## src/rtl/core/ppcr_fifo.sv

```systemverilog
// Small register queue between the front end and the back end.
module ppcr_fifo #(
  parameter int W     = 8,
  parameter int DEPTH = 4
) (
  input  logic         clk,
  input  logic         rst,
  input  logic         push_valid,
  output logic         push_ready,
  input  logic [W-1:0] push_data,
  output logic         pop_valid,
  input  logic         pop_ready,
  output logic [W-1:0] pop_data
);

  localparam int AW = $clog2(DEPTH);

  logic [W-1:0]  mem [DEPTH];
  logic [AW-1:0] wp, rp;
  logic [AW:0]   cnt;
  logic          push, pop;

  assign push_ready = cnt != (AW + 1)'(DEPTH);
  assign pop_valid  = cnt != '0;
  assign push       = push_valid && push_ready;
  assign pop        = pop_valid && pop_ready;
  assign pop_data   = mem[rp];

  always_ff @(posedge clk) begin
    if (rst) begin
      wp  <= '0;
      rp  <= '0;
      cnt <= '0;
    end else begin
      if (push) begin
        wp <= (wp == AW'(DEPTH - 1)) ? '0 : wp + 1'b1;
      end
      if (pop) begin
        rp <= (rp == AW'(DEPTH - 1)) ? '0 : rp + 1'b1;
      end
      cnt <= cnt + (AW + 1)'(push) - (AW + 1)'(pop);
    end
  end

  always_ff @(posedge clk) begin
    if (push) begin
      mem[wp] <= push_data;
    end
  end

endmodule

```

## config.mk

```make
export PLATFORM = sky130hd
export DESIGN_NAME = ppcr_fifo
export DESIGN_NICKNAME = d
export VERILOG_FILES = /design/src/rtl/core/ppcr_fifo.sv
export SDC_FILE = /design/constraint.sdc
export NUM_CORES = 1
export LEC_CHECK = 0
export ABC_AREA = 1
export BUFFER_PORTS_ARGS = -buffer_cell sky130_fd_sc_hd__buf_2
export CAP_MARGIN = 25
export CORE_MARGIN = 2
export CORE_UTILIZATION = 30
export CTS_BUF_LIST = sky130_fd_sc_hd__clkbuf_8
export DETAILED_ROUTE_END_ITERATION = 7
export PLACE_DENSITY = 0.54
export RECOVER_POWER = 25
export SLEW_MARGIN = 20
export SYNTH_ARGS = -nofsm -noshare
export SYNTH_HDL_FRONTEND = slang
export SYNTH_SLANG_ARGS = --single-unit
```

## constraint.sdc

```tcl
create_clock -name clk -period 4.8 [get_ports clk]
set_clock_uncertainty 0.1 [all_clocks]
set_input_delay 0.96 -clock clk [delete_from_list [all_inputs] [get_ports clk]]
set_output_delay 0.96 -clock clk [all_outputs]
set_load 0.01 [all_outputs]
```

# After elaboration in Yosys (flattened, before gate mapping)
# Memories as Yosys holds them, arrays and structs flattened. A register that Yosys moved wholly into a read port is not among the register bits.
# Cells that the tools add are included.
dict set report op_classes {
  n_addsub 4
  n_reduce_logical 3
  n_eq_ne 3
  muxes 6
}
# operator n
set ops {}
lappend ops {{2-bit 2-to-1 mux} 4}
lappend ops {{2-bit by 1-bit adder with 2-bit output (second input constant)} 2}
lappend ops {{2-bit equality test (second input constant)} 2}
lappend ops {{3-bit by 1-bit adder with 3-bit output} 1}
lappend ops {{3-bit != test (second input constant)} 1}
lappend ops {{3-bit nonzero test} 1}
lappend ops {{3-bit by 1-bit subtractor with 3-bit output} 1}
lappend ops {{1-bit logical AND} 2}
lappend ops {{1-bit 2-to-1 mux} 2}
dict set report word_totals {
  register_bits 7
  mem_bits_rw 32
  inputBits 12
  out_inout_bits 10
  elab_cells 20
  n_memories 1
}
# name depth word_bits read_ports rd_clocked_by_memory_dff wr line_no
set memory_table {}
lappend memory_table {mem 4 8 1 1 1 18} ;# logic [W-1:0] mem [DEPTH];

# Depth between registers and ports, before layout
# Gate-level depths: netlist of the first run.
dict set report depth {
  ltp_word 4
  ltp_mapped 12
  mapped_depth_nobuf 12
}

# Least setup slack after synthesis of the first run
# No wires, ideal clock.
dict set report synth_timing {
  path_type {input-to-reg}
  from {in pop_ready}
  to {reg cnt[2]}
  setup_time_ps 113
  t_arrival_ps 2122
  stages 10
  path_buffers 0
  slack_ps 2465
  t_required_ps 4587
  cell_sequence {a21boi_2 > ha_1 > inv_1 > ha_1 > inv_1 > fa_1 > inv_1 > nand2_1 > nand2_1 > nor2_1}
}
dict set report synth_via {
  elab_chain_cells 2
}
# element line_no
set synth_rtl {}
lappend synth_rtl {{start, declared} 12} ;# input logic pop_ready,
lappend synth_rtl {{1-bit logical AND} 26} ;# assign pop = pop_valid && pop_ready;
lappend synth_rtl {{3-bit by 1-bit subtractor with 3-bit output} 41} ;# cnt <= cnt + (AW + 1)'(push) - (AW + 1)'(pop);
lappend synth_rtl {{end signal, assigned} 41}
lappend synth_rtl {{end, declared} 20} ;# logic [AW:0] cnt;
# No other way between the ends.
# A chain may end at the register's enable or synchronous reset.

==> out/qor.csv, run 1 <==
stage,metric,value,unit
clock_network,root buffer cell,clkbuf_8,
placement,DP Wirelength,2.00,mm
sta,minimum clock period,2.83,ns
yosys,Main synth FF type,edfxtp_1,
clock_network,setup bufs post-CTS,0,
worst_setup_path,Worst Setup End Kind,primary output,
yosys,synth unique cells,21,
placement,placer congestion estimate,0.707,
sta,fmax,353,MHz
clock_network,clk slew on worst S/H paths,0.07,ns
routing,wire length per cell,12.6,µm
clock_network,CTS Buf Count,5,
yosys,post-synthesis async set-or-reset flop share,0,%
routing,Final ANT Viol Nets,0,
global_route,largest net degree at the start of global routing,18,
sta,Slew HR,40.5,%
worst_setup_path,FF-to-FF setup slack,2.83,ns
layout,final instance area,0.00195,mm²
floorplanning,I/O Pins,22,
sta,"Hold Vio Cnt, Final",0,
power,Max IR drop VDD,0.000226,V
worst_setup_path,CP Launch Type,flop,
routing,DRC,0,
routing,via count,1031,
global_route,initial antenna violation count,0,
power,P_leak,0.739,nW
yosys,Mapped Cells,139,
yosys,Post-synth EDFFs,32,
yosys,Mean Syn Cell Area,12.3,µm²
clock_network,largest buffer count on any clock path,2,
floorplanning,Initial Util,31.0,%
worst_setup_path,arrival time of the worst setup path,1.77,ns
floorplanning,die area,0.00631,mm²
yosys,Synth top area share,56.3,%
worst_setup_path,CP Max Fanout,17,
yosys,"Seq/Total Area, Yosys",66.9,%
routing,drt first pass iters,4,
floorplanning,Core Box Area,0.00551,mm²
yosys,synth cell count leaders,"32 x edfxtp_1, 31 x nor2_1, 12 x inv_1, 12 x o21ai_0, 9 x dfxtp_1",
routing,Avg Vias per Cell,4.33,
worst_setup_path,kind of critical path,flop to primary output,
global_route,Tot GR Track Use,10.2,%
clock_network,TritonCTS Sinks,41,
sta,final period utilization,59.0,%
clock_network,CTS tree,done,
layout,Fillers,554,
power,Net Sw Power,0.348,mW
min_path,path category of the worst min-delay check,flop to flop,
floorplanning,FP Rows,27,
global_route,grt ovf,0,
clock_network,htree depth,2,
sta,Worst Tran Pin Value,0.889,ns
power,combinational group share of total power,30.3,%
placement,port bufs,21,
layout,fin nets,185,
yosys,Yosys warning count,0,
global_route,first-pass GRT wire length,4.75,mm
routing,total routed wirelength,2.99,mm
sta,RSZ-0062 raised after global routing,no,
yosys,post-synthesis net count,159,
power,Reg power frac,48.8,%
routing,Iter 0 DRT Violations,86,
clock_network,Post-CTS Resized,0,
yosys,"area leader, netlist",edfxtp_1,
yosys,most frequent cell after synthesis,edfxtp_1,
floorplanning,Chip Height,79.4,µm
yosys,"top cells by area, synth","edfxtp_1 56%, dfxtp_1 11%, nor2_1 6.8%",
sta,count of final setup violators,0,
layout,P&R area growth vs syn,14.4,%
sta,Slew Limit Fails,0,
power,Sw Ratio,34.4,%
floorplanning,Die Span X,79.4,µm
sta,Fin Setup TNS,0,ns
placement,Placed Area,0.00188,mm²
power,Pwr Density,517,mW/mm²
worst_setup_path,Worst EP required,3.74,ns
layout,# diodes,0,
power,part of the power in the clock network,20.8,%
power,internal power,0.663,mW
run_status,status,completed,
yosys,number of synthesized register bits,41,
clock_network,Worst-Skew Late Latency,0.29,ns
clock_network,hold_buf cts,0,
global_route,number of global-route vias before repair,986,
layout,ratio of cells with drive above 1 in the final layout,19.9,%
yosys,"Cell Area, Synth",0.00171,mm²
job,max_cap viols,0,
-- cell families after synthesis --
logic type / count (synthesis) / share of synthesized area (%)
AOI/OAI and AO/OA: 26 / 9.46
xor gates and xnor gates: 1 / 0.513
adders and majority gates: 8 / 6.30
buffers and inverters: 16 / 4.40
DFF: 41 / 66.9
and+or+nand+nor: 47 / 12.5
-- per-layer routing --
layer	track usage [%]	wire length (µm)	up-vias
met5	0	0	-
met4	4.66	60	0
met3	3.96	182	7
met2	15.4	1340	24
met1	12.9	1400	471
li1	-	-	529
-- power by group through the flow --
stage                     Combinational [mW]  Sequential [mW]  Clock (mW)
after floorplan                        0.234            0.482           0
after global placement                 0.310            0.501           0
after detailed placement               0.311            0.503           0
after CTS                              0.313            0.495       0.216
after global routing                   0.350            0.503       0.230
final                                  0.306            0.494       0.210
-- worst paths after layout --
check,end,cells past startpoint,from
worst min register to register,rp[1],2,rp[1]
worst min-delay path,rp[1],2,rp[1]
worst max register to register,cnt[2],12,cnt[1]
worst max-delay path,pop_data[3],4,flop
-- state kept, by name, indices dropped and copies added, names as in the netlist, named ones only --
signal	count
cnt	3
mem	32
rp	2
wp	2
-- through the flow --
step | hold slack, ns | setup WS, ns | total power [mW] | instances | util (%)
final | 0.417 | 1.97 | 1.01 | 238 | 35.5
after global routing | 0.469 | 1.81 | 1.08 | 238 | 35.5
after CTS | 0.419 | 1.96 | 1.02 | 238 | 35.6
after detailed placement | 0.408 | 2.27 | 0.814 | 230 | 34.1
after global placement | 0.404 | 2.27 | 0.812 | 230 | 34.1
after floorplan | 0.379 | 2.47 | 0.716 | 139 | -
-- area by class of cell --
class	count	area (µm²)	area share [%]
Clock buffer	5	68.8	3.52
Clock inverter	3	12.5	0.641
Inverter	14	52.6	2.69
Multi-Input combinational cell	82	490	25.1
Sequential cell	41	1140	58.4
Tap cell	72	90.1	4.61
Timing Repair Buffer	21	97.6	5.00
-- cells in the final DEF (no fill, tap or decap), types with 2 or more instances in the layout --
master and instances:
edfxtp_1 32, nor2_1 31, buf_2 15, inv_1 12, o21ai_0 12, dfxtp_1 9, o22ai_1 8, nand2_1 8
ha_1 7, clkbuf_1 6, clkbuf_8 5, o21ai_2 4, nand2_4 2, inv_2 2, nand3b_1 2, clkinv_1 2
-- critical path, stage by stage (launching register included) --
cell     delay, ns
dfxtp_1       0.71
inv_2         0.27
o21ai_0       0.24
o22ai_1       0.11
buf_2         0.15
(Power assumes the default switching activity.)
==> run 2: changes to the inputs <==
- PLACE_DENSITY: 0.54 -> 0.56
- clock period: 4.8 -> 2.32 ns (I/O delays scaled with it)
==> out/qor.csv, run 2 (synthesis results as in run 1) <==
stage,metric,value,unit
global_route,Tot GR Track Use,9.72,%
placement,port bufs,21,
layout,# diodes,0,
layout,number of flip-flops in the largest register,32,
layout,biggest regs,"mem (32), cnt (3)",
run_status,status,completed,
layout,post-route insts no fill,242,
routing,met3 wire len,161,µm
job,max_cap viols,0,
routing,via count,1053,
routing,met2 WL post-DR,1.32,mm
routing,total routed wirelength,2.83,mm
sta,fmax,480,MHz
clock_network,htree depth,2,
global_route,grt ovf,0,
floorplanning,Chip Height,79.4,µm
floorplanning,Initial Util,31.0,%
worst_setup_path,Worst EP required,1.76,ns
clock_network,Post-CTS Resized,0,
placement,DP Wirelength,1.93,mm
sta,Worst Tran Pin Value,0.398,ns
routing,highest routed layer,met4,
clock_network,Worst-Skew Late Latency,0.28,ns
routing,DRT met1 WL,1.35,mm
worst_setup_path,arrival time of the worst setup path,1.52,ns
clock_network,clk slew on worst S/H paths,0.07,ns
clock_network,largest buffer count on any clock path,2,
sta,RSZ-0062 raised after global routing,no,
worst_setup_path,CP Launch Type,flop,
layout,P&R area growth vs syn,16.6,%
floorplanning,FP Rows,27,
sta,Slew HR,73.4,%
global_route,first-pass GRT wire length,4.58,mm
floorplanning,I/O Pins,22,
clock_network,CTS Buf Count,5,
sta,final period utilization,89.7,%
worst_setup_path,kind of critical path,flop to primary output,
sta,minimum clock period,2.08,ns
routing,wire length per cell,11.7,µm
layout,most frequent cells in the layout,"32 x edfxtp_1, 31 x nor2_1, 15 x buf_2, 12 x inv_1, 12 x o21ai_0",
layout,"commonest non-fill, non-tap cell in the layout",edfxtp_1,
routing,Iter 0 DRT Violations,78,
routing,Avg Vias per Cell,4.35,
layout,ratio of cells with drive above 1 in the final layout,22.4,%
layout,Fillers,530,
placement,placer congestion estimate,0.714,
clock_network,TritonCTS Sinks,41,
sta,count of final setup violators,0,
floorplanning,Core Box Area,0.00551,mm²
sta,"Hold Vio Cnt, Final",0,
routing,DRC,0,
power,Max IR drop VDD,0.000598,V
global_route,largest net degree at the start of global routing,17,
layout,fin nets,190,
sta,Fin Setup TNS,0,ns
placement,placed cells,235,
worst_setup_path,Worst Setup End Kind,primary output,
power,Pwr Density,1060,mW/mm²
floorplanning,die area,0.00631,mm²
floorplanning,Die Span X,79.4,µm
min_path,path category of the worst min-delay check,primary input to flop,
layout,Biggest register,mem,
routing,Final ANT Viol Nets,0,
clock_network,CTS tree,done,
routing,drt first pass iters,4,
clock_network,hold_buf cts,0,
clock_network,root buffer cell,clkbuf_8,
layout,final core utilization,36.1,%
power,P_leak,0.760,nW
global_route,initial antenna violation count,0,
clock_network,setup bufs post-CTS,0,
global_route,number of global-route vias before repair,991,
worst_setup_path,CP Max Fanout,16,
sta,Slew Limit Fails,0,
[run 2: layout make-up]
class | count | area (µm²) | area share, %
Tap cell | 72 | 90.1 | 4.53
Sequential cell | 41 | 1140 | 57.4
Clock inverter | 2 | 11.3 | 0.566
Multi-Input combinational cell | 82 | 490 | 24.7
Timing Repair Buffer | 26 | 135 | 6.79
Clock buffer | 5 | 68.8 | 3.46
Inverter | 14 | 52.6 | 2.64
[run 2: final timing paths]
| path | startpoint | end | slack (ns) | depth (start not counted) |
|---|---|---|---|---|
| max | flop | pop_data[5] | 0.24 | 4 |
| max reg2reg | cnt[1] | cnt[2] | 0.35 | 12 |
| min reg2reg | rp[1] | rp[1] | 0.42 | 2 |
| min | rst | cnt[1] | 0.26 | 2 |
[run 2: power by group]
group          switching, mW  leakage, nW  internal, mW  total, mW
clock                  0.219       0.0377         0.202      0.420
combinational          0.405        0.355         0.273      0.678
sequential            0.0950        0.368         0.914       1.01
[run 2: critical path, cell delays in order, from the launching register on]
cell	delay, ns
dfxtp_1	0.54
inv_2	0.23
o21ai_0	0.22
o22ai_1	0.09
buf_2	0.15
[run 2: metrics by stage]
step                power, mW  hold slack [ns]  instance area [µm²]  worst slack, ns
floorplan                1.48            0.379                 1710            0.432
global placement         1.71            0.424                 1920            0.320
detailed placement       1.71            0.408                 1920            0.309
CTS                      2.13            0.252                 2000            0.221
global route             2.26            0.250                 1990           0.0835
finish                   2.11            0.259                 1990            0.239
[run 2: routing by layer]
metal  vias up  global-route usage [%]
met5         -                       0
met4         0                    2.93
met3         2                    3.85
met2        31                    14.8
met1       481                    12.8
li1        539                       -
