--- src/rtl/core/ppcr_pkg.sv ---
// Shared types, constants and helpers for the particle pair collision resolver.
package ppcr_pkg;

  localparam int POS_W        = 24;
  localparam int RAD_W        = 16;
  localparam int DAMP_W       = 17;
  localparam int DAMP_FRAC    = 16;
  localparam int POS_FRAC_DEF = 8;
  localparam int QUEUE_DEPTH  = 4;
  localparam int SAT_W        = 40;

  localparam logic [DAMP_W-1:0] DAMP_ONE   = DAMP_W'(65536);
  localparam logic [DAMP_W-1:0] DAMP_RESET = DAMP_W'(65470);

  localparam logic signed [SAT_W-1:0] POS_MAX = SAT_W'((64'sd1 <<< (POS_W - 1)) - 64'sd1);
  localparam logic signed [SAT_W-1:0] POS_MIN = -POS_MAX - SAT_W'(1);

  typedef logic signed [POS_W-1:0] pos_t;

  typedef enum logic [1:0] {
    ST_NONE       = 2'd0,
    ST_RESOLVED   = 2'd1,
    ST_COINCIDENT = 2'd2
  } status_t;

  typedef struct packed {
    pos_t             first_pos_x;
    pos_t             first_pos_y;
    pos_t             first_prev_x;
    pos_t             first_prev_y;
    logic [RAD_W-1:0] first_radius;
    pos_t             second_pos_x;
    pos_t             second_pos_y;
    pos_t             second_prev_x;
    pos_t             second_prev_y;
    logic [RAD_W-1:0] second_radius;
  } in_t;

  typedef struct packed {
    pos_t    new_first_pos_x;
    pos_t    new_first_pos_y;
    pos_t    new_first_prev_x;
    pos_t    new_first_prev_y;
    pos_t    new_second_pos_x;
    pos_t    new_second_pos_y;
    pos_t    new_second_prev_x;
    pos_t    new_second_prev_y;
    status_t contact_status;
  } out_t;

  function automatic pos_t sat_pos(input logic signed [SAT_W-1:0] x);
    pos_t r;
    if (x > POS_MAX) begin
      r = POS_MAX[POS_W-1:0];
    end else if (x < POS_MIN) begin
      r = POS_MIN[POS_W-1:0];
    end else begin
      r = x[POS_W-1:0];
    end
    return r;
  endfunction

endpackage

--- src/rtl/core/ppcr_front.sv ---
// Front end: differences, radius sum and the exact contact test.
module ppcr_front
  import ppcr_pkg::*;
#(
  parameter int POS_FRAC_BITS = POS_FRAC_DEF,
  localparam int RS_W = POS_FRAC_BITS + 10
) (
  input  logic              clk,
  input  logic              rst,
  input  logic              in_valid,
  output logic              in_ready,
  input  in_t               in_data,
  output logic              out_valid,
  input  logic              out_ready,
  output in_t               out_pl,
  output logic [RS_W-1:0]   out_ax,
  output logic [RS_W-1:0]   out_ay,
  output logic              out_sx,
  output logic              out_sy,
  output logic [RS_W-1:0]   out_rs,
  output logic [2*RS_W-1:0] out_d2,
  output status_t           out_status
);

  localparam int DX_W  = POS_W + 1;
  localparam int CMP_W = (DX_W > RS_W) ? DX_W : RS_W;
  localparam int SQ_W  = 2 * RS_W;

  logic en;
  logic v1, v2, v3, v4;

  assign en       = !v4 || out_ready;
  assign in_ready = en;

  // Stage 1: center differences and radius sum in position format.
  in_t                    pl1;
  logic signed [DX_W-1:0] dx1, dy1;
  logic [RS_W-1:0]        rs1;
  logic [RAD_W:0]         rsum;
  logic [RS_W-1:0]        rs_c;

  assign rsum = {1'b0, in_data.first_radius} + {1'b0, in_data.second_radius};

  generate
    if (POS_FRAC_BITS >= 8) begin : g_up
      assign rs_c = RS_W'(rsum) << (POS_FRAC_BITS - 8);
    end else begin : g_dn
      localparam int SH = 8 - POS_FRAC_BITS;
      logic [RAD_W+1:0] rnd;
      assign rnd  = {1'b0, rsum} + (RAD_W + 2)'(1 << (SH - 1));
      assign rs_c = RS_W'(rnd >> SH);
    end
  endgenerate

  // Stage 2: magnitudes and the box test against the radius sum.
  in_t                  pl2;
  logic [RS_W-1:0]      ax2, ay2, rs2;
  logic                 sx2, sy2, inr2;
  logic signed [DX_W:0] dxe, dye;
  logic [DX_W-1:0]      axf, ayf;
  logic [CMP_W-1:0]     axc, ayc, rsc;

  assign dxe = (DX_W + 1)'(dx1);
  assign dye = (DX_W + 1)'(dy1);
  assign axf = dx1[DX_W-1] ? DX_W'(-dxe) : DX_W'(dxe);
  assign ayf = dy1[DX_W-1] ? DX_W'(-dye) : DX_W'(dye);
  assign axc = CMP_W'(axf);
  assign ayc = CMP_W'(ayf);
  assign rsc = CMP_W'(rs1);

  // Stage 3: squares.
  in_t             pl3;
  logic [RS_W-1:0] ax3, ay3, rs3;
  logic            sx3, sy3, inr3;
  logic [SQ_W-1:0] sqx3, sqy3, rsq3;

  // Stage 4: squared distance against squared radius sum.
  logic [SQ_W:0] d2sum;
  assign d2sum = (SQ_W + 1)'(sqx3) + (SQ_W + 1)'(sqy3);

  always_ff @(posedge clk) begin
    if (rst) begin
      v1 <= 1'b0;
      v2 <= 1'b0;
      v3 <= 1'b0;
      v4 <= 1'b0;
    end else if (en) begin
      v1 <= in_valid;
      v2 <= v1;
      v3 <= v2;
      v4 <= v3;
    end
  end

  always_ff @(posedge clk) begin
    if (en) begin
      pl1  <= in_data;
      dx1  <= DX_W'(in_data.first_pos_x) - DX_W'(in_data.second_pos_x);
      dy1  <= DX_W'(in_data.first_pos_y) - DX_W'(in_data.second_pos_y);
      rs1  <= rs_c;

      pl2  <= pl1;
      ax2  <= axc[RS_W-1:0];
      ay2  <= ayc[RS_W-1:0];
      sx2  <= dx1[DX_W-1];
      sy2  <= dy1[DX_W-1];
      rs2  <= rs1;
      inr2 <= (axc < rsc) && (ayc < rsc);

      pl3  <= pl2;
      ax3  <= ax2;
      ay3  <= ay2;
      sx3  <= sx2;
      sy3  <= sy2;
      rs3  <= rs2;
      inr3 <= inr2;
      sqx3 <= SQ_W'(ax2) * SQ_W'(ax2);
      sqy3 <= SQ_W'(ay2) * SQ_W'(ay2);
      rsq3 <= SQ_W'(rs2) * SQ_W'(rs2);

      out_pl <= pl3;
      out_ax <= ax3;
      out_ay <= ay3;
      out_sx <= sx3;
      out_sy <= sy3;
      out_rs <= rs3;
      out_d2 <= d2sum[SQ_W-1:0];
      if (inr3 && (d2sum < (SQ_W + 1)'(rsq3))) begin
        out_status <= (d2sum == '0) ? ST_COINCIDENT : ST_RESOLVED;
      end else begin
        out_status <= ST_NONE;
      end
    end
  end

  assign out_valid = v4;

endmodule

--- config.mk ---
export PLATFORM = sky130hd
export DESIGN_NAME = ppcr_front
export DESIGN_NICKNAME = d
export VERILOG_FILES = /design/src/rtl/core/ppcr_pkg.sv /design/src/rtl/core/ppcr_front.sv
export SDC_FILE = /design/constraint.sdc
export NUM_CORES = 2
export LEC_CHECK = 0
export BUFFER_PORTS_ARGS = -buffer_cell sky130_fd_sc_hd__buf_2
export CELL_PAD_IN_SITES_DETAIL_PLACEMENT = 1
export CELL_PAD_IN_SITES_GLOBAL_PLACEMENT = 1
export CORE_ASPECT_RATIO = 1.75
export CORE_MARGIN = 4
export CORE_UTILIZATION = 40
export CTS_CLUSTER_DIAMETER = 120
export CTS_CLUSTER_SIZE = 25
export DETAILED_ROUTE_END_ITERATION = 10
export HOLD_SLACK_MARGIN = 0.12
export PLACE_DENSITY = 0.73
export SLEW_MARGIN = 0
export SYNTH_ARGS = -nofsm -noshare
export SYNTH_HDL_FRONTEND = slang
export SYNTH_SLANG_ARGS = --single-unit
--- constraint.sdc ---
create_clock -name clk -period 49.3 [get_ports clk]
set_input_delay 0 -clock clk [delete_from_list [all_inputs] [get_ports clk]]
set_output_delay 0 -clock clk [all_outputs]
set_load 0.005 [all_outputs]
== Word-level counts from Yosys, hierarchy flattened ==
Index checks and enable logic that the tools add are counted.

* Register bits: 1,280
* Bits of input ports: 228
* Output and inout bits: 320
* Logic and storage cells: 89

* $add $sub $neg: 6
* $mul: 3
* $lt $le $gt $ge: 3
* Mux-type cells: 3
* Reductions and logical operators: 5

{| class="wikitable"
|+ Operator list
! operator !! number
|-
| 18-bit by 18-bit multiplier with 36-bit output || 2
|-
| 25-bit by 17-bit less-than comparator with 1-bit output || 2
|-
| 25-bit 2-to-1 mux || 2
|-
| 25-bit negator || 2
|-
| 24-bit by 24-bit subtractor with 25-bit output || 2
|-
| 36-bit by 36-bit adder with 37-bit output || 1
|-
| 37-bit logical NOT || 1
|-
| 37-bit by 36-bit less-than comparator with 1-bit output || 1
|-
| 17-bit by 17-bit multiplier with 34-bit output || 1
|-
| 16-bit by 16-bit adder with 17-bit output || 1
|-
| 1-bit logical AND || 2
|-
| 2-bit 2-to-1 mux || 1
|-
| 1-bit logical NOT || 1
|-
| 1-bit logical OR || 1
|}

== Depth between registers and ports, before layout ==
* Word-level depth: 4
* Depth in mapped cells: 26
* Mapped depth without buffers: 25

== Worst setup path after synthesis ==
No wires, ideal clock.

* Path type: register -> register
* Start point: reg v4 (netlist: out_valid)
* End point: reg v4 (netlist: out_valid)
* Setup time: 1,427 ps
* Arrival: 35,832 ps
* Required time: 47,873 ps
* Path slack: 12,042 ps
* Stages on the path, launching flop included: 4
* Buffers on the path: 1
* Clock period less this slack: 37,258 ps
* Cell sequence: dfxtp_1 > nand2b_1 > clkbuf_1 > a21oi_1

* Word-level cells in the longest chain between the ends: 2

{| class="wikitable"
|+ Ends and longest elaborated chain
! element !! line !! RTL
|-
| from (decl) || ppcr_front.sv:30 || <nowiki>logic v1, v2, v3, v4;</nowiki>
|-
| from (signal assigned) || ppcr_front.sv:91 || <nowiki>v4 <= v3;</nowiki>
|-
| 1-bit logical NOT || ppcr_front.sv:32 || <nowiki>assign en = !v4 || out_ready;</nowiki>
|-
| 1-bit logical OR || ppcr_front.sv:32 ||
|-
| via in_ready || ppcr_front.sv:11 || <nowiki>output logic in_ready,</nowiki>
|}

The timed path passes the listed nets, and every way through them passes these cells.
A chain may end at the register's enable or synchronous reset.

== Final worst setup path ==
* Start point: reg rs2[14]
* End point: reg rsq3[33] (data pin)

* Word-level cells in the longest chain between the ends: 1

{| class="wikitable"
|+ Ends and longest elaborated chain
! element !! line !! RTL
|-
| from (decl) || ppcr_front.sv:57 || <nowiki>logic [RS_W-1:0] ax2, ay2, rs2;</nowiki>
|-
| from (signal assigned) || ppcr_front.sv:107 || <nowiki>rs2 <= rs1;</nowiki>
|-
| 17-bit by 17-bit multiplier with 34-bit output || ppcr_front.sv:119 || <nowiki>rsq3 <= SQ_W'(rs2) * SQ_W'(rs2);</nowiki>
|-
| to (signal assigned) || ppcr_front.sv:119 ||
|-
| to (decl) || ppcr_front.sv:75 || <nowiki>logic [SQ_W-1:0] sqx3, sqy3, rsq3;</nowiki>
|}

No other way between the ends.

==> impl_metrics.ini <==
[timing]
setup_violations = 0
tightest_slew_ns = 1.08
finalSetupTns_ns = 0
relSlewSlack = 0.282
setup_ws_ns = 42.04
finalHoldViolations = 0
rsz0062_at_grt = no
fin_skew_ns = 0.0321
finalCritPeriodShare = 0.147
period_minus_slack_ns = 7.26
fmax_mhz = 138
slew_violations = 0

[global_route]
gr-usage-all-layers = 0.201
grt_max_degree = 200
grt_pass1_wl_mm = 285
grt_pass1_vias = 49027
antenna_found_initial = 4
overflow = 0

[setup_path]
end_kind = register
r2r-end = rsq3[33]
arrival_ns = 7.75
critical_path.max_fanout = 20
worstPathRequired_ns = 49.79
cpMostUsedCell = fa_1
r2r_slack_ns = 42.04
crit_type = register to register
cpPeakStageDelay_ns = 0.93
worstPathBufferInverterCount = 3
reg2reg_depth = 21
crit_family = adder cells
critical_path.startpoint_type = register
r2r_start = rs2[14]
path_cells = nand2_1 -> fa_1 -> fa_1 -> inv_1 -> fa_1 -> fa_1 -> fa_1 -> inv_1 -> fa_1 -> inv_1 -> ha_1 -> a21oi_1 -> o21ai_0 -> o31ai_1 -> a21oi_1 -> a2111oi_0 -> o22ai_1 -> a2111oi_0 -> o21bai_1 -> a21oi_1 -> xnor2_1
crit_cells = 21
critPathSlowestCell = edfxtp_1

[floorplanning]
die_area_mm2 = 0.186
die_x_um = 328
core_area_mm2 = 0.178
start_util = 0.402
chipHeight_um = 568
rows = 205
ios = 548

[clock_network]
cts_tree = yes
post-cts-setup-buffers = 0
cts_htree_levels = 2
clk_latency_ns = 0.74
cts-resized-gates = 0
ctsHoldBuffers = 452
cts_made_buffers = 59
cts_root_buffer = clkbuf_16
max-clock-path-buffers = 3
clkTransAtPathRegs_ns = 0.10
clock_sinks = 1272

[worst_hold_path]
hold_path_end = out_valid
min_path_type = primary input to register
holdPathStages = 3
hold_path.startpoint = out_ready

[synth]
netlist_area_mm2 = 0.0716
synth_edf_count = 1268
synthTopCellsByCount = edfxtp_1 (1268), inv_1 (1068), fa_1 (628)
yosysUniqueCellTypes = 79
syn-mean-instance-area_um2 = 13.6
ys_ff_latch = 1272
synth.area.top_cells = edfxtp_1 (53%), fa_1 (18%), ha_1 (8.7%)
yosys.area.top_type_share = 0.532
synth_flop_cell = edfxtp_1
synthesis.instances = 5271
yosysMostFrequentCell = edfxtp_1
synth_nets = 6627
synth-async-reset-ratio = 0
synth-seq-area-share = 0.533
yosysTopAreaCell = edfxtp_1
yosysWarningCount = 0

[place]
place_congestion = 0.877
dpl.hpwl_mm = 138
place_ws_ns = 42.05
numPortBuffers = 546

[drt]
ant_nets = 0
via_per_inst = 4.89
dr.pass1.iters = 4
drc = 0
drtIter0Drc = 2100
wl_per_cell_um = 21.4
vias = 42452
wl_mm = 185

[layout]
area_growth_syn_to_layout_pct = 16.5
drive_gt1_frac = 0.107
fillers = 18276
finalNetCount = 7628

[run_status]
status = finished clean

[job]
cap_violations = 0
-- worst reg2reg max path, cell delays in order (launching register included) --
cell and delay, ns:
edfxtp_1 0.93, nand2_1 0.20, fa_1 0.57, fa_1 0.55, inv_1 0.05, fa_1 0.48, fa_1 0.50, fa_1 0.55
inv_1 0.07, fa_1 0.48, inv_1 0.04, ha_1 0.37, a21oi_1 0.17, o21ai_0 0.14, o31ai_1 0.25, a21oi_1 0.12
a2111oi_0 0.47, o22ai_1 0.24, a2111oi_0 0.43, o21bai_1 0.14, a21oi_1 0.18, xnor2_1 0.08
-- registers in the layout (all words and copies together), names as in the netlist, 25 cells and up --
signal,flops
pl3,224
out_pl,224
sqy3,34
out_d2,36
dx1,25
rsq3,32
pl1,224
sqx3,34
dy1,25
pl2,224
-- per-stage QoR --
stage	instance area [um2]	hold slack, ns	util	cells
2_1_floorplan	71600	0.0691	-	5271
3_3_place_gp	77200	0.178	0.433	8139
3_5_place_dp	77200	0.179	0.433	8139
4_1_cts	83400	0.145	0.468	8673
5_1_grt	83400	0.259	0.468	8674
6_report	83400	0.228	0.468	8674
-- per-layer routing --
| layer | track usage | vias to the layer above | share of wire |
|---|---|---|---|
| li1 | - | 19514 | - |
| met1 | 0.205 | 21810 | 0.35 |
| met2 | 0.397 | 839 | 0.56 |
| met3 | 0.0329 | 285 | 0.044 |
| met4 | 0.0820 | 4 | 0.047 |
| met5 | 0 | - | 0.00012 |
-- layout by cell type (no fill, tap or decap), types with 9 or more instances in the layout --
cell           synthesis  layout
nand2_1              352     352
edfxtp_1            1268    1268
nand2b_1              31      30
xnor2_1              175     175
fa_1                 628     628
clkbuf_16              0      60
o211ai_1              11      11
a21oi_1              157     157
clkbuf_1              79      12
a31oi_1               22      22
nand4_1               26      26
dlygate4sd3_1          0     452
o21a_1                28      28
buf_2                  0     546
nor2b_1               43      43
o21ai_0              104     104
a211oi_1              21      21
a21boi_0               9       9
and2_1               187     187
nor3_1                32      32
and3_1                14      14
nand3_1               33      33
o41ai_1                9       9
inv_1               1068    1068
ha_1                 500     500
or2_2                  9       9
xor2_1                49      49
a21o_1                79      79
o21bai_1              24      24
buf_4                  1      20
o31ai_1               21      21
nor2_1               149     149
-- how the worst max path moves through the flow --
stage,slack (ns),endpoint,start
6_report,42.04,rsq3[33],rs2[14]
5_1_grt,41.49,rsq3[33],rs2[14]
4_1_cts,41.99,rsq3[33],rs2[14]
3_5_place_dp,42.05,rsq3[33],rs2[14]
3_3_place_gp,42.21,sqx3[34],ax2[5]
2_1_floorplan,12.04,out_valid,out_valid
-- cell type report --
type / count / area, um2 / area share
clock inverter: 10 / 116 / 0.00139
clock buffer: 72 / 1550 / 0.0185
sequential: 1272 / 38200 / 0.457
inverter: 1068 / 4010 / 0.0481
tap: 2380 / 2980 / 0.0357
multi-input combinational: 2850 / 29100 / 0.349
timing repair buffer: 1021 / 7470 / 0.0895
antenna: 1 / 2.50 / 0.0000300
-- cells by family (layout without fill, tap and decap cells) --
group,after synthesis,after routing,share of synthesized area
flip-flops,1272,1272,0.533
AND/OR/NAND/NOR,926,926,0.0636
buffers and inverters,1149,2171,0.0603
adder cells (fa/ha/maj),1128,1128,0.263
XOR/XNOR,224,224,0.0274
other,1,2,0.0000524
AO/OA/AOI/OAI,559,559,0.0512
multiplexers,12,12,0.00175
Power is not shown: default switching activity piles up to over one toggle a cycle in this logic, so the estimate is an artifact.
